--- src/rtl/spc_pkg.sv ---
// Shared types and constants for the simplex projection column block.
`default_nettype none
package spc_pkg;
  typedef enum logic [3:0] {
    ST_LOAD, ST_SORT_RD, ST_SORT_CMP, ST_SORT_WR,
    ST_SCAN_RD, ST_SCAN_DIV, ST_SCAN_CHK,
    ST_THETA, ST_THETA_DIV, ST_OUT_RD, ST_OUT_WAIT, ST_OUT_HOLD
  } spc_state_t;

  localparam int unsigned DivW = 40;
  localparam int unsigned DenW = 7;

  typedef struct packed {
    logic start;
    logic busy;
    logic done;
  } spc_div_ctl_t;
endpackage
`default_nettype wire

--- src/rtl/spc_divider.sv ---
// Iterative signed divider, truncating toward zero, one quotient bit per cycle.
`default_nettype none
module spc_divider
  import spc_pkg::*;
(
  input  wire logic                   clk,
  input  wire logic                   rst,
  input  wire logic                   start,
  input  wire logic signed [DivW-1:0] dividend,
  input  wire logic [DenW-1:0]        divisor,
  output spc_div_ctl_t                ctl,
  output logic signed [DivW-1:0]      quotient
);
  logic [DivW-1:0] rem_q;
  logic [DivW-1:0] quo;
  logic [DenW-1:0] den;
  logic            neg;
  logic [5:0]      cnt;
  logic            busy;
  logic            done;
  logic [DivW:0]   trial;

  assign trial = {rem_q, quo[DivW-1]} - {{(DivW+1-DenW){1'b0}}, den};

  always_ff @(posedge clk) begin
    if (rst) begin
      busy <= 1'b0;
      done <= 1'b0;
      cnt  <= '0;
    end else begin
      done <= 1'b0;
      if (start) begin
        busy  <= 1'b1;
        cnt   <= 6'(DivW);
        neg   <= dividend[DivW-1];
        quo   <= dividend[DivW-1] ? DivW'(-dividend) : dividend;
        rem_q <= '0;
        den   <= divisor;
      end else if (busy) begin
        if (!trial[DivW]) begin
          rem_q <= trial[DivW-1:0];
          quo   <= {quo[DivW-2:0], 1'b1};
        end else begin
          rem_q <= {rem_q[DivW-2:0], quo[DivW-1]};
          quo   <= {quo[DivW-2:0], 1'b0};
        end
        cnt <= cnt - 6'd1;
        if (cnt == 6'd1) begin
          busy <= 1'b0;
          done <= 1'b1;
        end
      end
    end
  end

  assign quotient = neg ? -$signed(quo) : $signed(quo);
  assign ctl = '{start: start, busy: busy, done: done};
endmodule
`default_nettype wire

--- src/rtl/simplex_projection_column.sv ---
// Simplex projection of one column: load, insertion sort, threshold scan, emit.
// Loading: one element per cycle. At vector end the block stalls its input while it
// sorts (insertion sort over one memory port), scans (one division per prefix step
// on the shared divider), divides once for theta (both skipped for a zero radius)
// and emits the results one by one. Reset (synchronous) clears count and state.
`default_nettype none
module simplex_projection_column
  import spc_pkg::*;
#(
  parameter int COLUMN_LEN = 64
) (
  input  wire logic        clk,
  input  wire logic        rst,
  input  wire logic        in_valid,
  output logic             in_stall,
  input  wire logic [31:0] element_value,
  input  wire logic [30:0] radius,
  input  wire logic        last_element,
  output logic             out_valid,
  input  wire logic        out_stall,
  output logic [30:0]      projected_value,
  output logic             last_result
);
  localparam int AW = (COLUMN_LEN > 1) ? $clog2(COLUMN_LEN) : 1;
  localparam int CW = AW + 1;

  logic signed [31:0] orig_mem [COLUMN_LEN];
  logic signed [31:0] sort_mem [COLUMN_LEN];

  spc_state_t state, state_next;
  logic [CW-1:0] load_count, n, i, j;
  logic [30:0] radius_hold;
  logic signed [31:0] key, rd_sort, rd_orig;
  logic [AW-1:0] sort_addr, orig_addr;
  logic sort_we;
  logic signed [31:0] sort_wd;
  logic signed [DivW-1:0] sum, theta;
  logic signed [DivW-1:0] div_num;
  logic [DenW-1:0] div_den;
  logic div_start;
  spc_div_ctl_t div_ctl;
  logic signed [DivW-1:0] div_q;
  logic [CW-1:0] k;
  logic signed [31:0] cur;
  logic signed [DivW:0] diff;
  logic accept_in, ends;

  assign accept_in = in_valid && !in_stall;
  assign in_stall  = (state != ST_LOAD);
  assign ends = last_element || (load_count + CW'(1) >= CW'(COLUMN_LEN));

  always_ff @(posedge clk) begin
    if (accept_in) orig_mem[load_count[AW-1:0]] <= element_value;
    rd_orig <= orig_mem[orig_addr];
  end
  always_ff @(posedge clk) begin
    if (sort_we) sort_mem[sort_addr] <= sort_wd;
    rd_sort <= sort_mem[sort_addr];
  end

  spc_divider u_div (
    .clk(clk), .rst(rst), .start(div_start), .dividend(div_num),
    .divisor(div_den), .ctl(div_ctl), .quotient(div_q)
  );

  always_ff @(posedge clk) begin
    if (rst) state <= ST_LOAD;
    else     state <= state_next;
  end

  // sort: i walks up; key bubbles down via j. sort entries [0,i) are sorted.
  always_comb begin
    state_next = state;
    sort_we = 1'b0;
    sort_wd = key;
    sort_addr = '0;
    orig_addr = i[AW-1:0];
    div_start = 1'b0;
    div_num = sum - DivW'(signed'({1'b0, radius_hold}));
    div_den = DenW'(k);
    case (state)
      ST_LOAD: if (accept_in && ends) state_next = ST_SORT_RD;
      ST_SORT_RD: begin
        orig_addr = i[AW-1:0];
        if (i == n) state_next = (radius_hold == '0) ? ST_OUT_RD : ST_SCAN_RD;
        else state_next = ST_SORT_CMP;
      end
      ST_SORT_CMP: begin
        sort_addr = AW'(j - CW'(1));
        state_next = ST_SORT_WR;
      end
      ST_SORT_WR: begin
        if (j != '0 && rd_sort < key) begin
          sort_addr = j[AW-1:0]; sort_wd = rd_sort; sort_we = 1'b1;
          state_next = ST_SORT_CMP;
        end else begin
          sort_addr = j[AW-1:0]; sort_wd = key; sort_we = 1'b1;
          state_next = ST_SORT_RD;
        end
      end
      ST_SCAN_RD: begin
        sort_addr = AW'(k - CW'(1));
        state_next = ST_SCAN_DIV;
      end
      ST_SCAN_DIV: begin
        sort_addr = AW'(k - CW'(1));
        // the fetched element joins the sum for this step's division
        div_num = sum + DivW'(signed'(rd_sort)) - DivW'(signed'({1'b0, radius_hold}));
        div_start = 1'b1;
        state_next = ST_SCAN_CHK;
      end
      ST_SCAN_CHK: begin
        sort_addr = AW'(k - CW'(1));
        if (div_ctl.done) begin
          if ((DivW'(signed'(cur)) - div_q) > 0 && k < n) state_next = ST_SCAN_RD;
          else state_next = ST_THETA;
        end
      end
      ST_THETA: begin
        div_start = 1'b1;
        state_next = ST_THETA_DIV;
      end
      ST_THETA_DIV: if (div_ctl.done) state_next = ST_OUT_RD;
      ST_OUT_RD: begin
        orig_addr = i[AW-1:0];
        state_next = ST_OUT_WAIT;
      end
      ST_OUT_WAIT: state_next = ST_OUT_HOLD;
      ST_OUT_HOLD: if (!out_stall) state_next = last_result ? ST_LOAD : ST_OUT_RD;
      default: state_next = ST_LOAD;
    endcase
  end

  assign diff = (DivW+1)'(signed'(rd_orig)) - (DivW+1)'(theta);

  always_ff @(posedge clk) begin
    if (rst) begin
      load_count <= '0;
      radius_hold <= '0;
      out_valid <= 1'b0;
      i <= '0;
      j <= '0;
      k <= '0;
    end else begin
      case (state)
        ST_LOAD: begin
          if (accept_in) begin
            if (ends) begin
              n <= load_count + CW'(1);
              load_count <= '0;
              radius_hold <= radius;
              i <= '0;
            end else begin
              load_count <= load_count + CW'(1);
            end
          end
        end
        ST_SORT_RD: begin
          j <= i;
          if (i == n) begin
            i <= '0;
            k <= CW'(1);
            sum <= '0;
            theta <= '0;
          end
        end
        ST_SORT_CMP: if (j == i) key <= rd_orig;
        ST_SORT_WR: begin
          if (j != '0 && rd_sort < key) j <= j - CW'(1);
          else i <= i + CW'(1);
        end
        ST_SCAN_DIV: begin
          cur <= rd_sort;
        end
        ST_SCAN_RD: ;
        ST_SCAN_CHK: begin
          if (div_ctl.done) begin
            if ((DivW'(signed'(cur)) - div_q) > 0 && k < n) k <= k + CW'(1);
            else begin
              if ((DivW'(signed'(cur)) - div_q) <= 0) begin
                sum <= sum - DivW'(signed'(cur));
                k <= k - CW'(1);
              end
            end
          end
        end
        ST_THETA_DIV: if (div_ctl.done) theta <= (k == '0) ? '0 : div_q;
        ST_OUT_WAIT: begin
          out_valid <= 1'b1;
          last_result <= (i + CW'(1) == n);
          if (radius_hold == '0 || diff < 0) projected_value <= '0;
          else if (diff > (DivW+1)'(32'h7FFFFFFF)) projected_value <= 31'h7FFFFFFF;
          else projected_value <= diff[30:0];
        end
        ST_OUT_HOLD: begin
          if (!out_stall) begin
            out_valid <= 1'b0;
            i <= i + CW'(1);
          end
        end
        default: ;
      endcase
      // sum grows when a new sorted element is fetched in the scan
      if (state == ST_SCAN_DIV) sum <= sum + DivW'(signed'(rd_sort));
    end
  end

  // theta division: k==0 would feed a zero divisor; result is discarded then
  a_stall_busy: assert property (@(posedge clk) disable iff (rst)
    out_valid |-> in_stall) else $error("input taken while emitting");
  a_hold: assert property (@(posedge clk) disable iff (rst)
    (out_valid && out_stall) |=> (out_valid && $stable(projected_value)))
    else $error("result changed while stalled");
  a_div_idle: assert property (@(posedge clk) disable iff (rst)
    div_start |-> !div_ctl.busy) else $error("divider restarted while busy");
endmodule
`default_nettype wire

--- config.mk ---
export PLATFORM = sky130hd
export DESIGN_NAME = simplex_projection_column
export DESIGN_NICKNAME = d
export VERILOG_FILES = /design/src/rtl/spc_pkg.sv /design/src/rtl/spc_divider.sv /design/src/rtl/simplex_projection_column.sv
export SDC_FILE = /design/constraint.sdc
export NUM_CORES = 2
export LEC_CHECK = 0
export BUFFER_PORTS_ARGS = -buffer_cell sky130_fd_sc_hd__buf_2
export CAP_MARGIN = 20
export CELL_PAD_IN_SITES_DETAIL_PLACEMENT = 1
export CELL_PAD_IN_SITES_GLOBAL_PLACEMENT = 1
export CORE_UTILIZATION = 55
export DETAILED_ROUTE_END_ITERATION = 16
export GPL_ROUTABILITY_DRIVEN = 0
export PLACE_DENSITY_LB_ADDON = 0.1
export SLEW_MARGIN = 40
export SYNTH_ARGS = -nofsm -noshare
export SYNTH_HDL_FRONTEND = slang
export SYNTH_SLANG_ARGS = --single-unit
--- constraint.sdc ---
create_clock -name clk -period 11.87 [get_ports clk]
set_clock_uncertainty 0.05 [all_clocks]
set_input_delay 1.187 -clock clk [delete_from_list [all_inputs] [get_ports clk]]
set_output_delay 1.187 -clock clk [all_outputs]
set_load 0.02 [all_outputs]
## After elaboration in Yosys (flattened, before gate mapping)

Memories as Yosys holds them, arrays and structs flattened. A register that Yosys moved wholly into a read port is not among the register bits.
Cells that the tools add are included.

- Bits in latches: 0
- Memories kept: 2
- Bits in read-only memories: 0
- Input port bits: 68
- Word-level logic and storage cells: 174
- RAM bits: 4096
- Output and inout port bits: 34
- Bits in registers: 343

- Add/sub/neg operators: 15
- Muxes and demuxes: 59
- Shift-type cells: 0
- Magnitude comparators: 7
- Reduce and logical (&&, ||, !) cells: 38
- Multipliers: 0
- Div/mod/pow operators: 0
- Bitwise gates (word level): 2
- Equality and inequality tests: 29

Memories:

| memory | words | width | rd ports | clocked after Yosys merged registers in | wr ports | line | text |
|---|---|---|---|---|---|---|---|
| orig_mem | 64 | 32 | 1 | 1 | 1 | simplex_projection_column.sv:27 | `logic signed [31:0] orig_mem [COLUMN_LEN];` |
| sort_mem | 64 | 32 | 1 | 1 | 1 | simplex_projection_column.sv:28 | `logic signed [31:0] sort_mem [COLUMN_LEN];` |

Operators by type and width:

| kind | count |
|---|---|
| two-way mux 40 bit | 14 |
| one-hot mux 40 bit (2 select lines) | 2 |
| subtractor 40 x 32 -> 40 bit | 3 |
| negation 40 bit | 2 |
| two-way mux 7 bit | 11 |
| two-way mux 32 bit | 2 |
| one-hot mux 4 bit (12 select lines) | 1 |
| greater-than comparator 41 x 31 -> 1 bit (second input constant) | 1 |
| less-than comparator 41 x 1 -> 1 bit (second input constant) | 1 |
| subtractor 32 x 40 -> 41 bit | 1 |
| subtractor 41 x 7 -> 41 bit | 1 |
| adder 40 x 32 -> 40 bit | 1 |
| greater-than comparator 40 x 1 -> 1 bit (second input constant) | 1 |
| <= comparator 40 x 1 -> 1 bit (second input constant) | 1 |
| subtractor 32 x 40 -> 40 bit | 1 |
| less-than comparator 32 bit | 1 |
| logical NOT 31 bit | 1 |
| two-way mux 31 bit | 1 |
| two-way mux 4 bit | 7 |
| one-hot mux 7 bit (2 select lines) | 2 |
| one-hot mux 7 bit (4 select lines) | 1 |
| adder 7 x 1 -> 7 bit (second input constant) | 3 |
| == test 7 bit | 3 |
| one-hot mux 6 bit (3 select lines) | 1 |
| 33 further kinds | 87 |

## Depth between registers and ports, before layout

- Depth after elaboration: 9
- Depth in mapped cells: 33
- Gate-level depth less buffers: 31

## Modules after synthesis

A second synthesis with hierarchy kept.

- Cells, all modules: 10268
- Area, all modules: 181352.7 µm²

By module, submodules not included:

| module | sequential area each (µm²) | cells each | area an instance (µm²) | times used |
|---|---|---|---|---|
| simplex_projection_column | 131055.7 | 9600 | 175000.3 | 1 |
| spc_divider | 2802.7 | 668 | 6352.3 | 1 |

## Worst setup path before layout

Ideal clock, no wire load.

- Path type: register to register
- Start point: register u_div.quo[8]
- End point: register sum[0], enable pin
- Cell stages (with the launch flop): 22
- Period minus slack after synthesis: 9.619 ns
- Slack: 2.251 ns
- Arrival: 9.032 ns
- Setup time: 0.537 ns
- Data required time: 11.283 ns
- Buffers on the path: 0
- Cell sequence: edfxtp_1 > or4_4 > nor4_4 > or3b_1 > or3_2 > nand2b_1 > nand2b_1 > o31ai_1 > xor2_1 > ha_1 > nand2_1 > nor2_1 > nor2b_1 > o21ai_0 > and3_1 > a2111o_1 > nor4_1 > o2111a_1 > nand4_1 > o31ai_4 > nor2_1 > nor4_1

- Longest elaborated chain between the ends: 7
- Elaborated cells on any way between the ends: 9
- Those cells by class: add/sub: 2; order compare: 2; eq/ne: 2; mux: 1; reduce/logical: 2

RTL lines:

| element | line | text |
|---|---|---|
| start: declaration | spc_divider.sv:15 | `logic [DivW-1:0] quo;` |
| start signal: assignment | spc_divider.sv:36 | `quo <= dividend[DivW-1] ? DivW'(-dividend) : dividend;` |
| start signal: assignment | spc_divider.sv:42 | `quo <= {quo[DivW-2:0], 1'b1};` |
| start signal: assignment | spc_divider.sv:45 | `quo <= {quo[DivW-2:0], 1'b0};` |
| negation 40 bit | spc_divider.sv:56 | `assign quotient = neg ? -$signed(quo) : $signed(quo);` |
| two-way mux 40 bit (*) | spc_divider.sv:56 |  |
| subtractor 32 x 40 -> 40 bit (*) | simplex_projection_column.sv:178, simplex_projection_column.sv:180 |  |
| greater-than comparator 40 x 1 -> 1 bit | simplex_projection_column.sv:178 | `if ((DivW'(signed'(cur)) - div_q) > 0 && k < n) k <= k + CW'(1);` |
| logical AND 1 bit | simplex_projection_column.sv:178 |  |
| inequality test 3 bit (no line) | n/a |  |
| AND reduction 6 bit (no line) (*) | n/a |  |
| end signal: assignment | simplex_projection_column.sv:181 | `sum <= sum - DivW'(signed'(cur));` |
| end signal: assignment | simplex_projection_column.sv:204 | `if (state == ST_SCAN_DIV) sum <= sum + DivW'(signed'(rd_sort));` |
| end: declaration | simplex_projection_column.sv:37 | `logic signed [DivW-1:0] sum, theta;` |

Every way passes the cells marked *; elsewhere a longest branch is shown, timed or not.
A chain may end at the register's enable or synchronous reset.

## Worst setup path after layout

- Start point: register sum[0]
- End point: register u_div.quo[31], data pin

- Longest elaborated chain between the ends: 6
- Elaborated cells on any way between the ends: 7
- Those cells by class: add/sub: 4; mux: 3

RTL lines:

| element | line | text |
|---|---|---|
| adder 40 x 32 -> 40 bit | simplex_projection_column.sv:108 | `div_num = sum + DivW'(signed'(rd_sort)) - DivW'(signed'({1'b0, radius_hold}));` |
| subtractor 40 x 32 -> 40 bit | simplex_projection_column.sv:108 |  |
| two-way mux 40 bit (*) | simplex_projection_column.sv:81 | `case (state)` |
| negation 40 bit | spc_divider.sv:36 |  |
| two-way mux 40 bit (*) | spc_divider.sv:36 |  |
| two-way mux 40 bit (*) | spc_divider.sv:32 | `if (start) begin` |

Marked as above.

==> metrics.txt <==
Final Hold Fails=0; peak supply drop=0.144 mV; Slew headroom=~37%; status=finished, final reports clean; H-tree lvl count=5; Reg clk slew, reported paths=approximately 0.070 ns; Resized Gates After CTS=0; area of the multi-input gates=0.0460 mm^2; postcts setup bufs=0; clock latency on the worst-skew pair=roughly 1.0 ns; Post-Syn Instances=10200; Layout area overhead=12.4%; Worst-Margin Slew=0.941 ns; DRC=0; Avg Inst Size Synth=17.7 um^2; Pre-Repair DR Iteration Count=8; most common cell in the netlist=edfxtp_1; post-route minimum period=8.18 ns; YS warnings=0; fin cells=15300; core area=0.327 mm^2; Power Density=162 mW/mm^2; Die ar.=roughly 0.33 mm^2; CP required=12.59 ns; Die H=576 um; Max clock buf depth=4; pre-CTS setup slack=3.81 ns; # nets final=10900; RSZ-0062 raised after global routing=false; CP max FO=25; Clock Sinks=4503; Root Buffer=clkbuf_16; Synth area leader=edfxtp_1; first-pass GRT wire length=786000 um; period utilization=around 69%; Placed Cells=14400; critical path's slowest cell=xnor3_2; DR iter-0 viols=12700; Top FF cell, synth=edfxtp_1; cts bufs inserted=445; Post-Synthesis Net Count=10600; final setup vio count=0; sequential area share after synthesis=73.9%; startpoint types=flop; CP arrival=around 8.9 ns; mapped cell area=0.181 mm^2; Async SR Flop Fraction=0%; Total GRT Usage=33.2%; initial antenna violation count=39; Post-synth EDFFs=4367; reg2reg setup slack=3.69 ns; Hold Buf Count CTS=0; initial cell density of the core=55.3%; Worst Reg-to-Reg Cells=31; Final ANT Viol Nets=0; top post-synthesis cells by area=edfxtp_1 (72%), mux4_2 (8.2%), a22oi_1 (2.4%); HP Class=input pin to flop; RR Endpoint=u_div.quo[31]; Detailed Route WL=556000 um; Yosys cell types=between 100 and 150; FF+latch count, synth=roughly 4500; Leak=0.0641 uW; Hold Path Sink=radius_hold[6]; Final WS setup=3.69 ns; DR vias=106000; boundary pin count=102; Synth top cells by count=edfxtp_1 (4367), mux4_2 (660), a22oi_1 (581), nand2_1 (440), nor2_1 (405); Worst setup EP type=flop; hold depth=3; Sequential Area=0.134 mm^2; grt ovf=0; vias per inst=6.90; maximum number of pins on one net before global-route repair=approximately 130; Synth top area share=between 70 and 80%; fill cell count=28200; Port Buffer Count=101; vias in the first global route=108000; TritonCTS clock tree=done; # rows=210; slowest stage delay, CP=0.59 ns; f_max=122 MHz; Avg WL per Cell=around 36 um; share of cells above drive strength 1=18.3%; final hold slack=0.350 ns; Fin Setup TNS=0 ns; Die Wd=576 um; RR Startpoint=sum[0]; HP Start=radius[6]; Max Cap Viol=0; critical path class=flop to flop; dpl hpwl=roughly 320000 um; final slew viol count=0
==> worst max-delay path by stage <==
stage | startpoint | endpoint | slack (ns) | cells past startpoint
2_1_floorplan | u_div.quo[8] | sum[0] | 2.25 | 21
3_3_place_gp | sum[0] | u_div.quo[31] | 4.04 | 31
3_5_place_dp | sum[0] | u_div.quo[31] | 3.81 | 31
4_1_cts | sum[0] | u_div.quo[31] | 3.76 | 31
5_1_grt | sum[0] | u_div.quo[11] | 3.20 | 31
6_report | sum[0] | u_div.quo[31] | 3.69 | 31
==> cell families after synthesis <==
| group | Yosys count | share of synthesized area [%] |
|---|---|---|
| AO/OA/AOI/OAI | 2254 | 8.88 |
| XOR/XNOR | 288 | 1.41 |
| adder cells (fa/ha/maj) | 247 | 1.73 |
| buffers and inverters | 770 | 1.63 |
| flip-flops | 4503 | 73.9 |
| multiplexers | 714 | 8.52 |
| AND/OR/NAND/NOR | 1470 | 3.91 |
==> state kept, by name (all words and copies together) (netlist names), 40 cells and up <==
| signal | cells |
|---|---|
| orig_mem | 2048 |
| sort_mem | 2048 |
| sum | 40 |
| theta | 40 |
| u_div.quo | 40 |
| u_div.rem_q | 40 |
==> per-layer routing <==
| layer | vias to the layer above | GRT usage (%) | share of wire [%] |
|---|---|---|---|
| li1 | 42700 | - | - |
| met1 | 56000 | 44.2 | 38 |
| met2 | 5745 | 55.3 | 49 |
| met3 | 1162 | 5.21 | 8.3 |
| met4 | 10 | 13.4 | 4.3 |
| met5 | - | 0 | 0.012 |
==> cell usage in the layout (no fill, tap or decap), drive strengths merged, types with 24 or more instances in the layout <==
master / n
a211oi: 29
a21o: 124
a21oi: 288
a221oi: 226
a22o: 224
a22oi: 581
a31oi: 210
and3: 33
buf: 394
bufinv: 24
clkbuf: 589
clkinv: 186
dfxtp: 136
diode: 38
edfxtp: 4367
ha: 241
inv: 229
mux2i: 35
mux4: 660
nand2: 440
nand2b: 62
nand3: 82
nand4: 106
nor2: 407
nor2b: 46
nor3: 77
nor4: 81
o211ai: 41
o21a: 37
o21ai: 286
o31ai: 34
or3: 40
xnor2: 139
xor2: 148
==> final cells by class <==
| class | count | area share [%] |
|---|---|---|
| tap | 4346 | 2.67 |
| timing repair buffer | 395 | 1.56 |
| sequential | 4503 | 65.8 |
| clock buffer | 588 | 5.93 |
| antenna | 38 | 0.0467 |
| clock inverter | 233 | 0.965 |
| multi-input combinational | 4973 | 22.6 |
| inverter | 219 | 0.404 |
==> critical path, delay by kind of cell (launching register included) <==
family          cells  cell delay, ns
simple gates        8            1.44
mux                 1            0.27
flops               1            0.41
compound gates     14            3.30
fa+ha+maj           3            1.00
xor+xnor            3            0.88
buf+inv             2            0.55
==> per-stage QoR <==
stage / area, um^2 / util (%) / power, uW
6_report: 203000 / 62.2 / 32900
5_1_grt: 203000 / 62.1 / 33600
4_1_cts: 203000 / 62.1 / 33000
3_5_place_dp: 189000 / 57.8 / 19500
3_3_place_gp: 189000 / 57.7 / 19400
2_1_floorplan: 181000 / - / 18700
==> power breakdown <==
| part | internal [uW] | switching [uW] | total (uW) |
|---|---|---|---|
| Clock | 7670 | 6100 | 13800 |
| Combinational | 515 | 1120 | 1640 |
| Sequential | 17400 | 115 | 17500 |
| Total | 25600 | 7340 | 32900 |
No activity file was read; power rests on OpenSTA's default activity.
